[src/pfc_pkg.sv]
// pfc_pkg: types and constants shared by the packet frame counter modules
// no dependencies; imported by every module of the block

package pfc_pkg;

  // input item and result item as seen on the ports
  typedef struct packed {
    logic [7:0]  data_byte;
    logic [11:0] packet_len;
    logic        start_of_packet;
  } pfc_in_t;

  typedef struct packed {
    logic [10:0] frame_count;
    logic        parse_error;
  } pfc_out_t;

  // framing selected by the low bits of the mode byte
  typedef enum logic [2:0] {
    FC_SINGLE  = 3'd0,
    FC_DOUBLE  = 3'd1,
    FC_TRIPLE  = 3'd2,
    FC_CBR     = 3'd3,
    FC_DOUBLE2 = 3'd4,
    FC_TRIPLE2 = 3'd5,
    FC_VAR1    = 3'd6,
    FC_VAR2    = 3'd7
  } framing_t;

  // end-of-packet summary passed from the parser to the finisher
  typedef struct packed {
    framing_t    framing_code;
    logic [11:0] packet_len;
    logic        hard_error;
    logic        awaiting;
    logic [10:0] fixed_frame_len;
    logic [11:0] consumed_total;
    logic [11:0] frames_seen;
  } pfc_rec_t;

  localparam logic [7:0]  EXT_THRESHOLD = 8'd252;
  localparam logic [11:0] MAX12         = 12'hFFF;
  localparam logic [10:0] MAX_COUNT     = 11'h7FF;

  // summary queue between parser and finisher
  localparam int QUEUE_DEPTH = 4;
  localparam int QPTR_W      = $clog2(QUEUE_DEPTH);

  // shift-subtract divider for the constant-bitrate framing
  localparam int DIV_STEPS = 12;
  localparam int DIV_CNT_W = $clog2(DIV_STEPS);

  // long length field: 4*b1 + (b0 & 3) + 252
  function automatic logic [10:0] ext_length(input logic [1:0] low_bits,
                                             input logic [7:0] b1);
    ext_length = 11'({b1, 2'b00}) + 11'(low_bits) + 11'(EXT_THRESHOLD);
  endfunction

endpackage

[src/pfc_front.sv]
// pfc_front: byte-wise packet parser, keeps per-packet state and emits a summary
// on the last byte of each packet; depends on pfc_pkg

module pfc_front import pfc_pkg::*; #(
  parameter int MAX_PACKET_BYTES = 2048
) (
  input  logic     clk,
  input  logic     rst_n,
  input  logic     accept,
  input  pfc_in_t  item,
  output logic     rec_push,
  output pfc_rec_t rec
);

  framing_t    code_r, code_nxt;
  logic [11:0] byte_idx_r, byte_idx_nxt;
  logic [11:0] nfp_r, nfp_nxt;
  logic [11:0] consumed_r, consumed_nxt;
  logic [11:0] frames_r, frames_nxt;
  logic [1:0]  pend_r, pend_nxt;
  logic        await_r, await_nxt;
  logic [10:0] ffl_r, ffl_nxt;
  logic        err_r, err_nxt;

  logic [11:0] idx;
  logic [7:0]  b;
  logic [11:0] plen;
  logic        in_range;
  logic        last;
  logic [10:0] ext_len;
  logic        tf_do;
  logic [1:0]  tf_size;
  logic [10:0] tf_flen;
  logic [12:0] tf_total;

  assign b       = item.data_byte;
  assign plen    = item.packet_len;
  assign idx     = item.start_of_packet ? 12'd0 : byte_idx_r;
  assign ext_len = ext_length(pend_r, b);

  // position bookkeeping
  assign byte_idx_nxt = (idx != MAX12) ? idx + 12'd1 : idx;
  assign in_range     = (idx == 12'd0) || (idx < plen);
  assign last         = (plen == 12'd0) || ({1'b0, idx} + 13'd1 == {1'b0, plen});

  // next parse state for this byte
  always_comb begin
    code_nxt     = code_r;
    nfp_nxt      = nfp_r;
    consumed_nxt = consumed_r;
    frames_nxt   = frames_r;
    pend_nxt     = pend_r;
    await_nxt    = await_r;
    ffl_nxt      = ffl_r;
    err_nxt      = err_r;
    tf_do        = 1'b0;
    tf_size      = 2'd0;
    tf_flen      = 11'd0;
    tf_total     = 13'd0;
    if (idx == 12'd0) begin
      // mode byte opens a new packet
      code_nxt     = framing_t'(b[2:0]);
      nfp_nxt      = 12'd1;
      consumed_nxt = 12'd1;
      frames_nxt   = 12'd0;
      pend_nxt     = 2'd0;
      await_nxt    = 1'b0;
      ffl_nxt      = 11'd0;
      err_nxt      = 1'b0;
    end else if (idx < plen) begin
      if (code_r == FC_CBR) begin
        // single frame length after the mode byte
        if (idx == 12'd1) begin
          if (b >= EXT_THRESHOLD) begin
            pend_nxt  = b[1:0];
            await_nxt = 1'b1;
          end else begin
            ffl_nxt = 11'(b);
          end
        end else if (idx == 12'd2 && await_r) begin
          ffl_nxt   = ext_len;
          await_nxt = 1'b0;
        end
      end else if ((code_r == FC_VAR1 || code_r == FC_VAR2) && !err_r &&
                   consumed_r < plen) begin
        // walk the chain of length fields
        if (await_r) begin
          if ({1'b0, idx} == {1'b0, nfp_r} + 13'd1) begin
            await_nxt = 1'b0;
            tf_do     = 1'b1;
            tf_size   = 2'd2;
            tf_flen   = ext_len;
          end
        end else if (idx == nfp_r) begin
          if (b >= EXT_THRESHOLD) begin
            if (plen - consumed_r < 12'd2) begin
              err_nxt = 1'b1;
            end else begin
              pend_nxt  = b[1:0];
              await_nxt = 1'b1;
            end
          end else begin
            tf_do   = 1'b1;
            tf_size = (code_r == FC_VAR2) ? 2'd2 : 2'd1;
            tf_flen = 11'(b);
          end
        end
      end
      // account one field and its frame
      if (tf_do) begin
        tf_total     = {1'b0, consumed_r} + 13'(tf_size) + 13'(tf_flen);
        nfp_nxt      = nfp_r + 12'(tf_size);
        if (tf_total > {1'b0, plen}) err_nxt = 1'b1;
        consumed_nxt = (tf_total > {1'b0, MAX12}) ? MAX12 : tf_total[11:0];
        frames_nxt   = (frames_r != MAX12) ? frames_r + 12'd1 : frames_r;
      end
    end
  end

  // summary of the packet as it stands after this byte
  always_comb begin
    rec_push            = accept && in_range && last;
    rec.framing_code    = code_nxt;
    rec.packet_len      = plen;
    rec.hard_error      = err_nxt || (plen == 12'd0) ||
                          ({1'b0, plen} > 13'(MAX_PACKET_BYTES));
    rec.awaiting        = await_nxt;
    rec.fixed_frame_len = ffl_nxt;
    rec.consumed_total  = consumed_nxt;
    rec.frames_seen     = frames_nxt;
  end

  // parse state registers
  always_ff @(posedge clk) begin
    if (!rst_n) begin
      code_r     <= FC_SINGLE;
      byte_idx_r <= 12'd0;
      nfp_r      <= 12'd1;
      consumed_r <= 12'd1;
      frames_r   <= 12'd0;
      pend_r     <= 2'd0;
      await_r    <= 1'b0;
      ffl_r      <= 11'd0;
      err_r      <= 1'b0;
    end else if (accept) begin
      byte_idx_r <= byte_idx_nxt;
      if (in_range) begin
        code_r     <= code_nxt;
        nfp_r      <= nfp_nxt;
        consumed_r <= consumed_nxt;
        frames_r   <= frames_nxt;
        pend_r     <= pend_nxt;
        await_r    <= await_nxt;
        ffl_r      <= ffl_nxt;
        err_r      <= err_nxt;
      end
    end
  end

endmodule

[src/pfc_queue.sv]
// pfc_queue: short queue of packet summaries between parser and finisher
// depends on pfc_pkg

module pfc_queue import pfc_pkg::*; (
  input  logic     clk,
  input  logic     rst_n,
  input  logic     push,
  input  pfc_rec_t push_rec,
  output logic     full,
  input  logic     pop,
  output logic     empty,
  output pfc_rec_t head_rec
);

  pfc_rec_t          store_r [QUEUE_DEPTH];
  logic [QPTR_W-1:0] wr_ptr_r;
  logic [QPTR_W-1:0] rd_ptr_r;
  logic [QPTR_W:0]   count_r;

  assign full     = (count_r == (QPTR_W+1)'(QUEUE_DEPTH));
  assign empty    = (count_r == '0);
  assign head_rec = store_r[rd_ptr_r];

  // storage
  always_ff @(posedge clk) begin
    if (push) store_r[wr_ptr_r] <= push_rec;
  end

  // pointers and fill level
  always_ff @(posedge clk) begin
    if (!rst_n) begin
      wr_ptr_r <= '0;
      rd_ptr_r <= '0;
      count_r  <= '0;
    end else begin
      if (push) wr_ptr_r <= wr_ptr_r + QPTR_W'(1);
      if (pop)  rd_ptr_r <= rd_ptr_r + QPTR_W'(1);
      if (push && !pop)      count_r <= count_r + (QPTR_W+1)'(1);
      else if (pop && !push) count_r <= count_r - (QPTR_W+1)'(1);
    end
  end

endmodule

[src/pfc_back.sv]
// pfc_back: turns a packet summary into a frame count or error, with a
// shift-subtract divider for the constant-bitrate framing; depends on pfc_pkg

module pfc_back import pfc_pkg::*; (
  input  logic     clk,
  input  logic     rst_n,
  input  logic     q_empty,
  input  pfc_rec_t q_rec,
  output logic     q_pop,
  output logic     out_empty,
  input  logic     out_pop,
  output pfc_out_t out_item
);

  typedef enum logic [1:0] {ST_IDLE, ST_EVAL, ST_DIV, ST_DONE} state_t;

  state_t               state_r;
  pfc_rec_t             rec_r;
  logic [10:0]          rem_r;
  logic [11:0]          quo_r;
  logic [10:0]          div_r;
  logic [DIV_CNT_W-1:0] step_r;
  logic                 out_valid_r;
  pfc_out_t             out_item_r;

  logic        slot_free;
  logic        out_load;
  logic [11:0] hdr;
  logic [11:0] payload;
  logic        cbr_bad;
  logic        eval_div;
  logic        eval_err;
  logic [10:0] eval_count;
  pfc_out_t    eval_res;
  logic [11:0] rem_shift;
  logic        sub_ok;
  pfc_out_t    div_res;

  assign slot_free = !out_valid_r || out_pop;
  assign q_pop     = (state_r == ST_IDLE) && !q_empty;
  assign out_empty = !out_valid_r;
  assign out_item  = out_item_r;

  // a new result enters the output register this cycle
  assign out_load  = slot_free &&
                     (((state_r == ST_EVAL) && !eval_div) || (state_r == ST_DONE));

  // header size and payload of a constant-bitrate packet
  assign hdr     = (rec_r.fixed_frame_len >= 11'(EXT_THRESHOLD)) ? 12'd3 : 12'd2;
  assign payload = rec_r.packet_len - hdr;
  assign cbr_bad = rec_r.hard_error || rec_r.awaiting ||
                   (rec_r.fixed_frame_len == 11'd0) ||
                   (rec_r.packet_len < 12'd2) || (rec_r.packet_len < hdr);

  // result of every framing but a well-formed constant-bitrate one
  always_comb begin
    eval_div   = 1'b0;
    eval_err   = rec_r.hard_error;
    eval_count = 11'd0;
    unique case (rec_r.framing_code)
      FC_SINGLE:             eval_count = 11'd1;
      FC_DOUBLE, FC_DOUBLE2: eval_count = 11'd2;
      FC_TRIPLE, FC_TRIPLE2: eval_count = 11'd3;
      FC_CBR: begin
        eval_err = cbr_bad;
        eval_div = !cbr_bad;
      end
      FC_VAR1, FC_VAR2: begin
        eval_err   = rec_r.hard_error || rec_r.awaiting ||
                     (rec_r.consumed_total != rec_r.packet_len);
        eval_count = (rec_r.frames_seen > 12'(MAX_COUNT)) ? MAX_COUNT :
                     rec_r.frames_seen[10:0];
      end
      default: eval_err = 1'b1;
    endcase
    eval_res.parse_error = eval_err;
    eval_res.frame_count = eval_err ? 11'd0 : eval_count;
  end

  // one divider step
  assign rem_shift = {rem_r, quo_r[11]};
  assign sub_ok    = (rem_shift >= {1'b0, div_r});

  // division outcome: exact multiple required
  always_comb begin
    div_res.parse_error = (rem_r != 11'd0);
    if (rem_r != 11'd0) begin
      div_res.frame_count = 11'd0;
    end else begin
      div_res.frame_count = (quo_r > 12'(MAX_COUNT)) ? MAX_COUNT : quo_r[10:0];
    end
  end

  // sequencer, divider and output register
  always_ff @(posedge clk) begin
    if (!rst_n) begin
      state_r     <= ST_IDLE;
      out_valid_r <= 1'b0;
      step_r      <= '0;
    end else begin
      if (out_pop && out_valid_r && !out_load) out_valid_r <= 1'b0;
      unique case (state_r)
        ST_IDLE: begin
          if (!q_empty) begin
            rec_r   <= q_rec;
            state_r <= ST_EVAL;
          end
        end
        ST_EVAL: begin
          if (eval_div) begin
            rem_r   <= 11'd0;
            quo_r   <= payload;
            div_r   <= rec_r.fixed_frame_len;
            step_r  <= '0;
            state_r <= ST_DIV;
          end else if (slot_free) begin
            out_item_r  <= eval_res;
            out_valid_r <= 1'b1;
            state_r     <= ST_IDLE;
          end
        end
        ST_DIV: begin
          rem_r  <= sub_ok ? 11'(rem_shift - {1'b0, div_r}) : rem_shift[10:0];
          quo_r  <= {quo_r[10:0], sub_ok};
          step_r <= step_r + DIV_CNT_W'(1);
          if (step_r == DIV_CNT_W'(DIV_STEPS - 1)) state_r <= ST_DONE;
        end
        ST_DONE: begin
          if (slot_free) begin
            out_item_r  <= div_res;
            out_valid_r <= 1'b1;
            state_r     <= ST_IDLE;
          end
        end
        default: state_r <= ST_IDLE;
      endcase
    end
  end

endmodule

[src/packet_frame_counter_top.sv]
// packet_frame_counter_top: packet frame counter, parser and finisher joined
// by a summary queue; depends on pfc_pkg, pfc_front, pfc_queue, pfc_back

// Bytes of a packet enter one per cycle on the in_ queue port while in_full
// is low, each carrying the packet length; the mode byte of each packet
// carries start_of_packet. The parser updates its state in the cycle a byte
// is taken and, on the last byte of a packet, writes a summary into a
// four-entry queue; in_full is high while that queue is full. The finisher
// turns each summary into one result and takes the next only when idle; the
// constant-bitrate framing also runs a twelve-step shift-subtract divider that
// checks the payload is a whole number of frames. Bytes past the end of a
// packet and bytes that are not last give no result.

module packet_frame_counter_top import pfc_pkg::*; #(
  parameter int MAX_PACKET_BYTES = 2048
) (
  input  logic     clk,
  input  logic     rst_n,
  input  logic     in_push,
  output logic     in_full,
  input  pfc_in_t  in_item,
  output logic     out_empty,
  input  logic     out_pop,
  output pfc_out_t out_item
);

  logic     accept;
  logic     rec_push;
  pfc_rec_t rec;
  logic     q_empty;
  logic     q_pop;
  pfc_rec_t q_rec;

  assign accept = in_push && !in_full;

  // byte parser
  pfc_front #(
    .MAX_PACKET_BYTES(MAX_PACKET_BYTES)
  ) u_front (
    .clk      (clk),
    .rst_n    (rst_n),
    .accept   (accept),
    .item     (in_item),
    .rec_push (rec_push),
    .rec      (rec)
  );

  // summary queue
  pfc_queue u_queue (
    .clk      (clk),
    .rst_n    (rst_n),
    .push     (rec_push),
    .push_rec (rec),
    .full     (in_full),
    .pop      (q_pop),
    .empty    (q_empty),
    .head_rec (q_rec)
  );

  // result finisher
  pfc_back u_back (
    .clk       (clk),
    .rst_n     (rst_n),
    .q_empty   (q_empty),
    .q_rec     (q_rec),
    .q_pop     (q_pop),
    .out_empty (out_empty),
    .out_pop   (out_pop),
    .out_item  (out_item)
  );

endmodule

[config.mk]
export PLATFORM = sky130hd
export DESIGN_NAME = packet_frame_counter_top
export DESIGN_NICKNAME = d
export VERILOG_FILES = /design/src/pfc_pkg.sv /design/src/pfc_front.sv /design/src/pfc_queue.sv /design/src/pfc_back.sv /design/src/packet_frame_counter_top.sv
export SDC_FILE = /design/constraint.sdc
export NUM_CORES = 1
export LEC_CHECK = 0
export BUFFER_PORTS_ARGS = -buffer_cell sky130_fd_sc_hd__buf_2
export CORE_AREA = 2 2 227 229
export CTS_BUF_LIST = sky130_fd_sc_hd__clkbuf_4 sky130_fd_sc_hd__clkbuf_8
export DETAILED_ROUTE_END_ITERATION = 8
export DIE_AREA = 0 0 229 231
export HOLD_SLACK_MARGIN = 0.15
export PLACE_DENSITY = 0.57
export SLEW_MARGIN = 0
export SYNTH_ARGS = -nofsm -noshare
export SYNTH_HDL_FRONTEND = slang
export SYNTH_SLANG_ARGS = --single-unit
[constraint.sdc]
create_clock -name clk -period 16 [get_ports clk]
set_input_delay 1.6 -clock clk [delete_from_list [all_inputs] [get_ports clk]]
set_output_delay 1.6 -clock clk [all_outputs]
set_load 0.02 [all_outputs]
==> impl_metrics.json, run 1 <==
{
  "synth-compound-area-share_pct": 11.9,
  "drt_pass1_iterations": 5,
  "r2r_start": "u_front.consumed_r[2]",
  "r2r_setup_slack_ps": 9060,
  "first_iter_violations": 1078,
  "placed_cell_area_um2": 20800,
  "max_stage_delay_ps": 680,
  "cts_hold_buf": 0,
  "setup_viol": 0,
  "period_minus_slack_ps": 7710,
  "gp_congestion": 0.986,
  "vdd_drop_max_v": 0.0000587,
  "power-per-cell-area_nw_per_um2": 111,
  "boundaryPins": 39,
  "drv_slew": 0,
  "stdcell_count": 2473,
  "synth.avg_cell_area_um2": 11.7,
  "crit_required_ps": 16370,
  "synthTopCellsByArea": "edfxtp_1 46%, dfxtp_1 8.0%, mux4_2 5.9%",
  "synth_nets": 1824,
  "dp_cells": 2351,
  "crit_type": "in2reg",
  "hold_viol": 0,
  "ys_types": 93,
  "p_leak_uw": 0.00808,
  "grt_pass1_wl_mm": 78.7,
  "hold_path_class": "reg2reg",
  "yosysMostFrequentCell": "edfxtp_1",
  "max_slew_margin_pct": 25.0,
  "cts.clk_slew.worst_paths_ps": 60,
  "arrival_ps": 8090,
  "post-cts-setup-buffers": 0,
  "yosysWarningCount": 0,
  "synth_adder_area_share_pct": 5.95,
  "insertion_delay_ps": 620,
  "yosysSeqAreaShare_pct": 53.9,
  "cts_sinks": 386,
  "synth_ff_type": "edfxtp_1",
  "hold_path_startpoint": "u_back.rec_r[24]",
  "numCtsBuffers": 68,
  "synth_top_area_cell": "edfxtp_1",
  "finalCritPeriodShare_pct": 48.2,
  "maxCapViolations": 0,
  "grt_antenna_before_repair": 4,
  "synthToLayoutAreaGrowth_pct": 10.6,
  "finalNetCount": 1857,
  "critPathMaxFanout": 9,
  "synthMuxAreaShare_pct": 6.56,
  "routed_wl_mm": 50.5,
  "status": "completed",
  "cts_root_buf": "clkbuf_8",
  "dpl.hpwl_mm": 35.5,
  "fin_area_um2": 22100,
  "critPathLaunchType": "primary input",
  "synth_cells": 1708,
  "synth_top_family_by_area": "simple AND/OR/NAND/NOR gates",
  "cts_buffer_depth": 3,
  "layout-drive-gt1-share_pct": 14.6,
  "vias_per_cell": 5.57,
  "cts_resized": 0,
  "grtUsageTotal_pct": 19.2,
  "htree_num_levels": 3,
  "crit_start": "in_item[1]",
  "cp_common_cell": "inv_1",
  "fillers": 4749,
  "fp.dieH_um": 231,
  "fin_skew_ps": 34.2,
  "end_kind": "flip-flop",
  "async_reset_ff_share_pct": 0,
  "final.setup.tns_ps": 0,
  "grt_max_degree": 60,
  "yosys-top-cells-count": "306 x edfxtp_1, 157 x nor2_1, 136 x nand2_1, 84 x ha_1, 80 x dfxtp_1",
  "synthesis.area_um2": 20000,
  "worst_pin_slew_ps": 1120,
  "synth_xor_area_share_pct": 4.06,
  "core_um2": 50700,
  "ys_ff_latch": 386,
  "timing.fmax_ghz": 0.130,
  "die-area_um2": 52900,
  "cts_tree": "built",
  "first_global_vias": 13671,
  "die_w_um": 229,
  "rsz0062_at_grt": "no",
  "portBuffers": 38,
  "vias": 13770,
  "drc": 0,
  "cpMaxStageDelayCell": "a211oi_1",
  "netlist.area_leader.share_pct": 45.9,
  "ant_nets": 0,
  "synth_edf_count": 306,
  "holdWs_ps": 448,
  "rows": 83,
  "synth-simple-area-share_pct": 14.1,
  "grt_overflow": 0,
  "initial_utilization_pct": 39.5,
  "avgRoutedWirePerCell_um": 20.4
}
==> area by class of cell <==
class	count	area (µm²)	area share, %
antenna	1	2.50	0.0113
sequential	386	10800	48.8
timing repair buffer	53	303	1.37
clock inverter	20	110	0.497
clock buffer	101	1250	5.66
tap	680	851	3.84
inverter	76	285	1.29
multi-input combinational	1156	8540	38.6
==> through the flow <==
step	setup slack (ps)	total power, µW	util [%]
6_report	8290	2450	43.7
5_1_grt	8010	2570	43.7
4_1_cts	8490	2490	43.7
3_5_place_dp	7840	1570	41.0
3_3_place_gp	8040	1570	41.0
2_1_floorplan	8910	1460	-
==> flip-flops by register name (all words and copies together), names as in the netlist, 3 cells and up <==
name,flops
u_back.out_item,12
u_queue.count_r,3
u_back.rec_r,52
u_front.byte_idx_r,12
u_front.code_r,3
u_back.quo_r,12
u_front.consumed_r,12
u_queue.store_r,208
u_back.step_r,4
u_back.rem_r,11
u_front.nfp_r,12
u_back.div_r,11
u_front.ffl_r,11
u_front.frames_r,12
==> worst max-delay path: cells and delay by family <==
family                     cells  cell delay [ps]
AOI/OAI and AO/OA             13             3100
adders and majority gates      6             1860
and+or+nand+nor                4              760
buffers and inverters          6              610
xor gates and xnor gates       1              160
==> routing by layer <==
layer	vias to the layer above	global-route usage (%)	part of all wire, %
li1	6499	-	-
met1	6714	25.3	44
met2	427	31.0	47
met3	126	3.52	5.1
met4	4	8.81	3.9
met5	-	0	0.061
==> worst paths after layout <==
| kind | to | depth (start not counted) |
|---|---|---|
| worst max-delay path | u_queue.store_r[1][36] | 30 |
| worst min-delay path | u_back.div_r[0] | 0 |
| worst max register to register | u_queue.store_r[1][36] | 27 |
| worst min register to register | u_back.div_r[0] | 0 |
==> placed cells by master (no fill, tap or decap), types with 34 or more instances in the layout <==
cell type    n
clkbuf_8    79
dfxtp_1     78
a21oi_1     61
buf_2       38
nand2_1    136
inv_1       76
xor2_1      34
o21ai_0     74
mux4_2      52
edfxtp_1   306
ha_1        84
xnor2_1     56
nor2_1     157
==> cells by family after synthesis <==
| group | count (synthesis) |
|---|---|
| adder cells (fa/ha/maj) | 91 |
| flip-flops | 386 |
| multiplexers | 66 |
| XOR/XNOR | 91 |
| buffers and inverters | 166 |
| AND/OR/NAND/NOR | 555 |
| AO/OA/AOI/OAI | 353 |
==> power breakdown <==
group	internal (µW)	switching (µW)
Sequential	1150	66.7
Clock	503	403
Combinational	132	197
Total	1790	667
Power figures use the tool's default switching activity.
==> run 2, diff against run 1 <==
clock period = 8.05 ns   (was 16 ns; I/O delays follow)
==> run 2 against run 1 <==
Compared with the run above: design area up 0.81%; die area did not move; via count fell by 0.27%; register-to-register slack got worse by 8000 ps; wire length grew 1.7%; first-iteration DRC count fell by 5.1%; setup slack got worse by 7200 ps; cell count rose by 0.16%; sequential share of layout area fell by 0.39 points; non-clock buffer count grew 3; total power rose by 110%; highest routed layer unchanged.
==> impl_metrics.json, run 2 (synthesized netlist as in run 1, its figures left out) <==
{
  "die_w_um": 229,
  "crit_start": "u_front.nfp_r[0]",
  "vias_per_cell": 5.54,
  "p_leak_uw": 0.00817,
  "first_iter_violations": 1023,
  "timing.fmax_ghz": 0.143,
  "fillers": 4796,
  "insertion_delay_ps": 650,
  "r2r_setup_slack_ps": 1040,
  "ant_nets": 0,
  "drt_pass1_iterations": 6,
  "final.setup.tns_ps": 0,
  "hold_viol": 0,
  "vias": 13733,
  "first_global_vias": 13573,
  "core_um2": 50700,
  "grt_pass1_wl_mm": 79.4,
  "status": "completed",
  "gp_congestion": 0.929,
  "critPathLaunchType": "flip-flop",
  "crit_required_ps": 8420,
  "worst_pin_slew_ps": 1150,
  "cts_root_buf": "clkbuf_8",
  "grtUsageTotal_pct": 19.6,
  "fp.dieH_um": 231,
  "rows": 83,
  "max_stage_delay_ps": 560,
  "cts_hold_buf": 0,
  "setup_viol": 0,
  "finalCritPeriodShare_pct": 87.1,
  "max_slew_margin_pct": 23.6,
  "htree_num_levels": 3,
  "maxCapViolations": 0,
  "min_to": "u_back.div_r[1]",
  "arrival_ps": 7390,
  "end_kind": "flip-flop",
  "min_path_cells": 0,
  "cts_tree": "built",
  "r2r_cells": 27,
  "avgRoutedWirePerCell_um": 20.7,
  "fin_area_um2": 22300,
  "boundaryPins": 39,
  "routed_wl_mm": 51.3,
  "fin_skew_ps": 35.0,
  "post-cts-setup-buffers": 0,
  "cts_buffer_depth": 3,
  "placed_cell_area_um2": 20800,
  "r2r_start": "u_front.nfp_r[0]",
  "grt_max_degree": 60,
  "initial_utilization_pct": 39.5,
  "vdd_drop_max_v": 0.000136,
  "period_minus_slack_ps": 7010,
  "portBuffers": 38,
  "rsz0062_at_grt": "no",
  "drv_slew": 0,
  "power-per-cell-area_nw_per_um2": 228,
  "regMostFlops": "u_queue.store_r",
  "drc": 0,
  "crit_type": "reg2reg",
  "top_regs": "u_queue.store_r x208, u_back.rec_r x52",
  "cts.clk_slew.worst_paths_ps": 70,
  "hold_path_startpoint": "u_back.rec_r[25]",
  "dpl.hpwl_mm": 37.0,
  "layout_commonest_cell": "edfxtp_1",
  "r2r-end": "u_queue.store_r[3][36]",
  "synthToLayoutAreaGrowth_pct": 11.5,
  "grt_antenna_before_repair": 3,
  "cts_resized": 0,
  "die-area_um2": 52900,
  "cp.buffers_inverters": 3,
  "critPathMaxFanout": 10,
  "numCtsBuffers": 68,
  "finalNetCount": 1860,
  "final_cell_mix": "306 x edfxtp_1, 157 x nor2_1, 136 x nand2_1, 84 x ha_1, 78 x dfxtp_1",
  "grt_overflow": 0,
  "layout-drive-gt1-share_pct": 14.9,
  "hold_path_class": "reg2reg",
  "largest_register_ffs": 208,
  "cts_sinks": 386,
  "cpMaxStageDelayCell": "dfxtp_1",
  "n_antenna_cell": 0,
  "path_delay_family": "compound AO/OA/AOI/OAI gates"
}
run 2: power breakdown:
part / switching [µW] / internal (µW)
clock: 825 / 1190
combinational: 391 / 263
sequential: 141 / 2290
total: 1360 / 3740
run 2: worst max path at each step:
| stage | endpoint | slack [ps] | cells after the start |
|---|---|---|---|
| after CTS | u_queue.store_r[3][36] | 1090 | 27 |
| after detailed placement | u_queue.store_r[1][36] | 630 | 28 |
| after global placement | u_queue.store_r[0][36] | 900 | 27 |
| after floorplan | u_queue.store_r[0][36] | 1760 | 29 |
| after global routing | u_queue.store_r[2][36] | 590 | 27 |
| final | u_queue.store_r[3][36] | 1040 | 27 |
run 2: area by class of cell:
| cell class | count | area (µm²) | area share, % |
|---|---|---|---|
| Sequential cell | 386 | 10800 | 48.4 |
| Multi-Input combinational cell | 1156 | 8540 | 38.3 |
| Clock buffer | 100 | 1230 | 5.52 |
| Tap cell | 680 | 851 | 3.81 |
| Timing Repair Buffer | 56 | 325 | 1.46 |
| Clock inverter | 23 | 289 | 1.29 |
| Inverter | 76 | 285 | 1.28 |
run 2: metrics by stage:
stage | worst slack (ps) | total power [µW] | hold WS, ps | utilization, % | instances
detailed placement | 628 | 3130 | 445 | 41.0 | 2354
floorplan | 1760 | 2890 | 427 | - | 1708
global placement | 900 | 3120 | 442 | 41.0 | 2354
finish | 1040 | 5090 | 450 | 44.0 | 2477
global route | 595 | 5320 | 437 | 44.0 | 2477
CTS | 1090 | 5160 | 427 | 44.0 | 2477
run 2: layer usage:
metal	vias to the layer above	track usage, %	part of all wire [%]
li1	6517	-	-
met5	-	0	0.021
met1	6761	25.6	45
met3	112	3.93	4.5
met2	341	31.7	47
met4	2	8.36	3.7
==> run 3, diff against run 2 <==
CORE_AREA = 2 2 228 230   (was 2 2 227 229)
DIE_AREA = 0 0 230 232   (was 0 0 229 231)
SYNTH_HIERARCHICAL = 1   (was default)
==> run 3 against run 2 <==
Compared with the run above: synthesized area rose by 1.1%; sequential power rose by 2%; critical path depth fell by 2; sequential cell count rose by 2; largest cell class unchanged.
==> impl_metrics.json, run 3 <==
{
  "status": "completed",
  "drc": 0,
  "core_um2": 50900,
  "drt_pass1_iterations": 5,
  "final.setup.worst_slack_ps": 1110,
  "synth.avg_cell_area_um2": 11.9,
  "yosys-top-cells-count": "306 x edfxtp_1, 132 x nand2_1, 119 x nor2_1, 85 x ha_1, 85 x o21ai_0",
  "crit_required_ps": 8420,
  "routed_wl_mm": 50.8,
  "async_reset_ff_share_pct": 0,
  "period_minus_slack_ps": 6940,
  "yosysWarningCount": 6,
  "top_regs": "u_queue/store_r x208, u_back/rec_r x52",
  "rows": 83,
  "rsz0062_at_grt": "no",
  "critPathLaunchType": "flip-flop",
  "grt_pass1_wl_mm": 78.3,
  "max_stage_delay_ps": 690,
  "cpMaxStageDelayCell": "dfxtp_1",
  "finalNetCount": 1829,
  "layout-drive-gt1-share_pct": 15.3,
  "regArea_um2": 10800,
  "p_leak_uw": 0.00788,
  "vdd_drop_max_v": 0.0000956,
  "final.setup.tns_ps": 0,
  "synthTopCellsByArea": "edfxtp_1 45%, dfxtp_1 8.1%, mux4_2 5.6%",
  "grtUsageTotal_pct": 19.0,
  "drv_slew": 0,
  "die-area_um2": 53400,
  "insertion_delay_ps": 650,
  "portBuffers": 38,
  "n_antenna_cell": 0,
  "grt_overflow": 0,
  "arrival_ps": 7310,
  "cts_resized": 0,
  "synthToLayoutAreaGrowth_pct": 9.66,
  "worst_pin_slew_ps": 1100,
  "numCtsBuffers": 68,
  "fillers": 4745,
  "ant_nets": 0,
  "first_iter_violations": 925,
  "setup_viol": 0,
  "r2r_setup_slack_ps": 1110,
  "finalCritPeriodShare_pct": 86.2,
  "synth_edf_count": 306,
  "synth_ff_type": "edfxtp_1",
  "cts_root_buf": "clkbuf_8",
  "fin_skew_ps": 36.3,
  "timing.fmax_ghz": 0.144,
  "post-cts-setup-buffers": 0,
  "yosysSeqAreaShare_pct": 53.5,
  "cts_hold_buf": 0,
  "critPathMaxFanout": 12,
  "grt_max_degree": 64,
  "postLayoutCoreUtil_pct": 43.6,
  "p_total_uw": 5070,
  "regMostFlops": "u_queue/store_r",
  "cts_tree": "built",
  "netlist.area_leader.share_pct": 45.4,
  "final_cell_mix": "306 x edfxtp_1, 132 x nand2_1, 119 x nor2_1, 85 x o21ai_0, 85 x ha_1",
  "cts_buffer_depth": 3,
  "vias_per_cell": 5.57,
  "grt_antenna_before_repair": 6,
  "crit_type": "reg2reg",
  "dpl.hpwl_mm": 34.7,
  "cts.clk_slew.worst_paths_ps": 60,
  "synth_nets": 1814,
  "largest_register_ffs": 208,
  "cts_sinks": 388,
  "htree_num_levels": 3,
  "synthesis.area_um2": 20200,
  "die_w_um": 230,
  "maxCapViolations": 0,
  "max_slew_margin_pct": 26.7,
  "end_kind": "flip-flop",
  "ys_types": 100,
  "synth_top_area_cell": "edfxtp_1",
  "hold_path_class": "reg2reg",
  "hold_viol": 0,
  "yosysMostFrequentCell": "edfxtp_1",
  "fp.dieH_um": 232,
  "place_ws_ps": 830,
  "vias": 13629,
  "first_global_vias": 13506,
  "layout_commonest_cell": "edfxtp_1",
  "multi_input_area_um2": 8550,
  "synth_cells": 1699,
  "power-per-cell-area_nw_per_um2": 228,
  "boundaryPins": 39,
  "avgRoutedWirePerCell_um": 20.7,
  "ys_ff_latch": 388,
  "initial_utilization_pct": 39.8,
  "gp_congestion": 0.892
}
run 3: cell types whose count changed in the layout (fill, tap and decap cells not counted), sizes merged, moves of 6 or more:
cell | before | now
nand4 | 21 | 39
nor4 | 30 | 19
xnor2 | 56 | 64
o21ai | 79 | 88
a22o | 2 | 14
or4 | 4 | 14
nor2 | 158 | 119
a31oi | 23 | 14
nor3 | 35 | 29
inv | 81 | 72
and3 | 14 | 21
nand3 | 33 | 42
run 3: power by group:
group	internal, µW	switching (µW)
Clock	1030	823
Combinational	304	441
Sequential	2320	153
Total	3650	1420
run 3: final cells by class:
cell class / instances / area share, %
clock inverters: 22 / 0.840
clock buffers: 103 / 5.43
inverters: 70 / 1.18
repair buffers: 53 / 1.36
flip-flops and latches: 388 / 48.8
well taps: 680 / 3.83
multi-input cells: 1133 / 38.5
run 3: worst paths after layout:
kind                                 end        startpoint  cells after the start
setup / recovery  u_queue/store_r[1][36]  u_front/nfp_r[1]                     25
hold reg to reg          u_back/div_r[1]  u_back/rec_r[25]                      0
hold / removal           u_back/div_r[1]  u_back/rec_r[25]                      0
setup reg to reg  u_queue/store_r[1][36]  u_front/nfp_r[1]                     25
run 3: metrics by stage:
stage / hold slack [ps] / instance area (µm²) / std cells
global route: 456 / 22200 / 2449
CTS: 437 / 22200 / 2449
detailed placement: 444 / 20800 / 2324
global placement: 445 / 20800 / 2324
floorplan: 427 / 20200 / 1699
finish: 433 / 22200 / 2449
run 3: logic make-up (layout without fill, tap and decap cells):
group | Yosys count | in the layout | share of synthesized area (%)
adder cells (fa/ha/maj) | 90 | 90 | 5.75
buffers and inverters | 178 | 248 | 4.35
multiplexers | 61 | 61 | 6.27
AND/OR/NAND/NOR | 522 | 522 | 13.3
XOR/XNOR | 98 | 98 | 4.32
AO/OA/AOI/OAI | 362 | 362 | 12.5
flip-flops | 388 | 388 | 53.5
run 3: layer usage:
metal  part of all wire (%)  wire, µm  GRT usage, %  vias up
met5                  0.081        41             0        -
met4                    2.8      1440          6.57        6
met3                    5.1      2600          3.68      100
met2                     47     24100          31.1      387
met1                     45     22600          25.4     6658
li1                       -         -             -     6478
run 3: worst max-delay path: cells and delay by family, from the launching register on:
kind                       cells  cell delay (ps)
adders and majority gates      5             1660
AOI/OAI and AO/OA             10             2340
and+or+nand+nor                6             1310
xor gates and xnor gates       4              710
DFF                            1              690
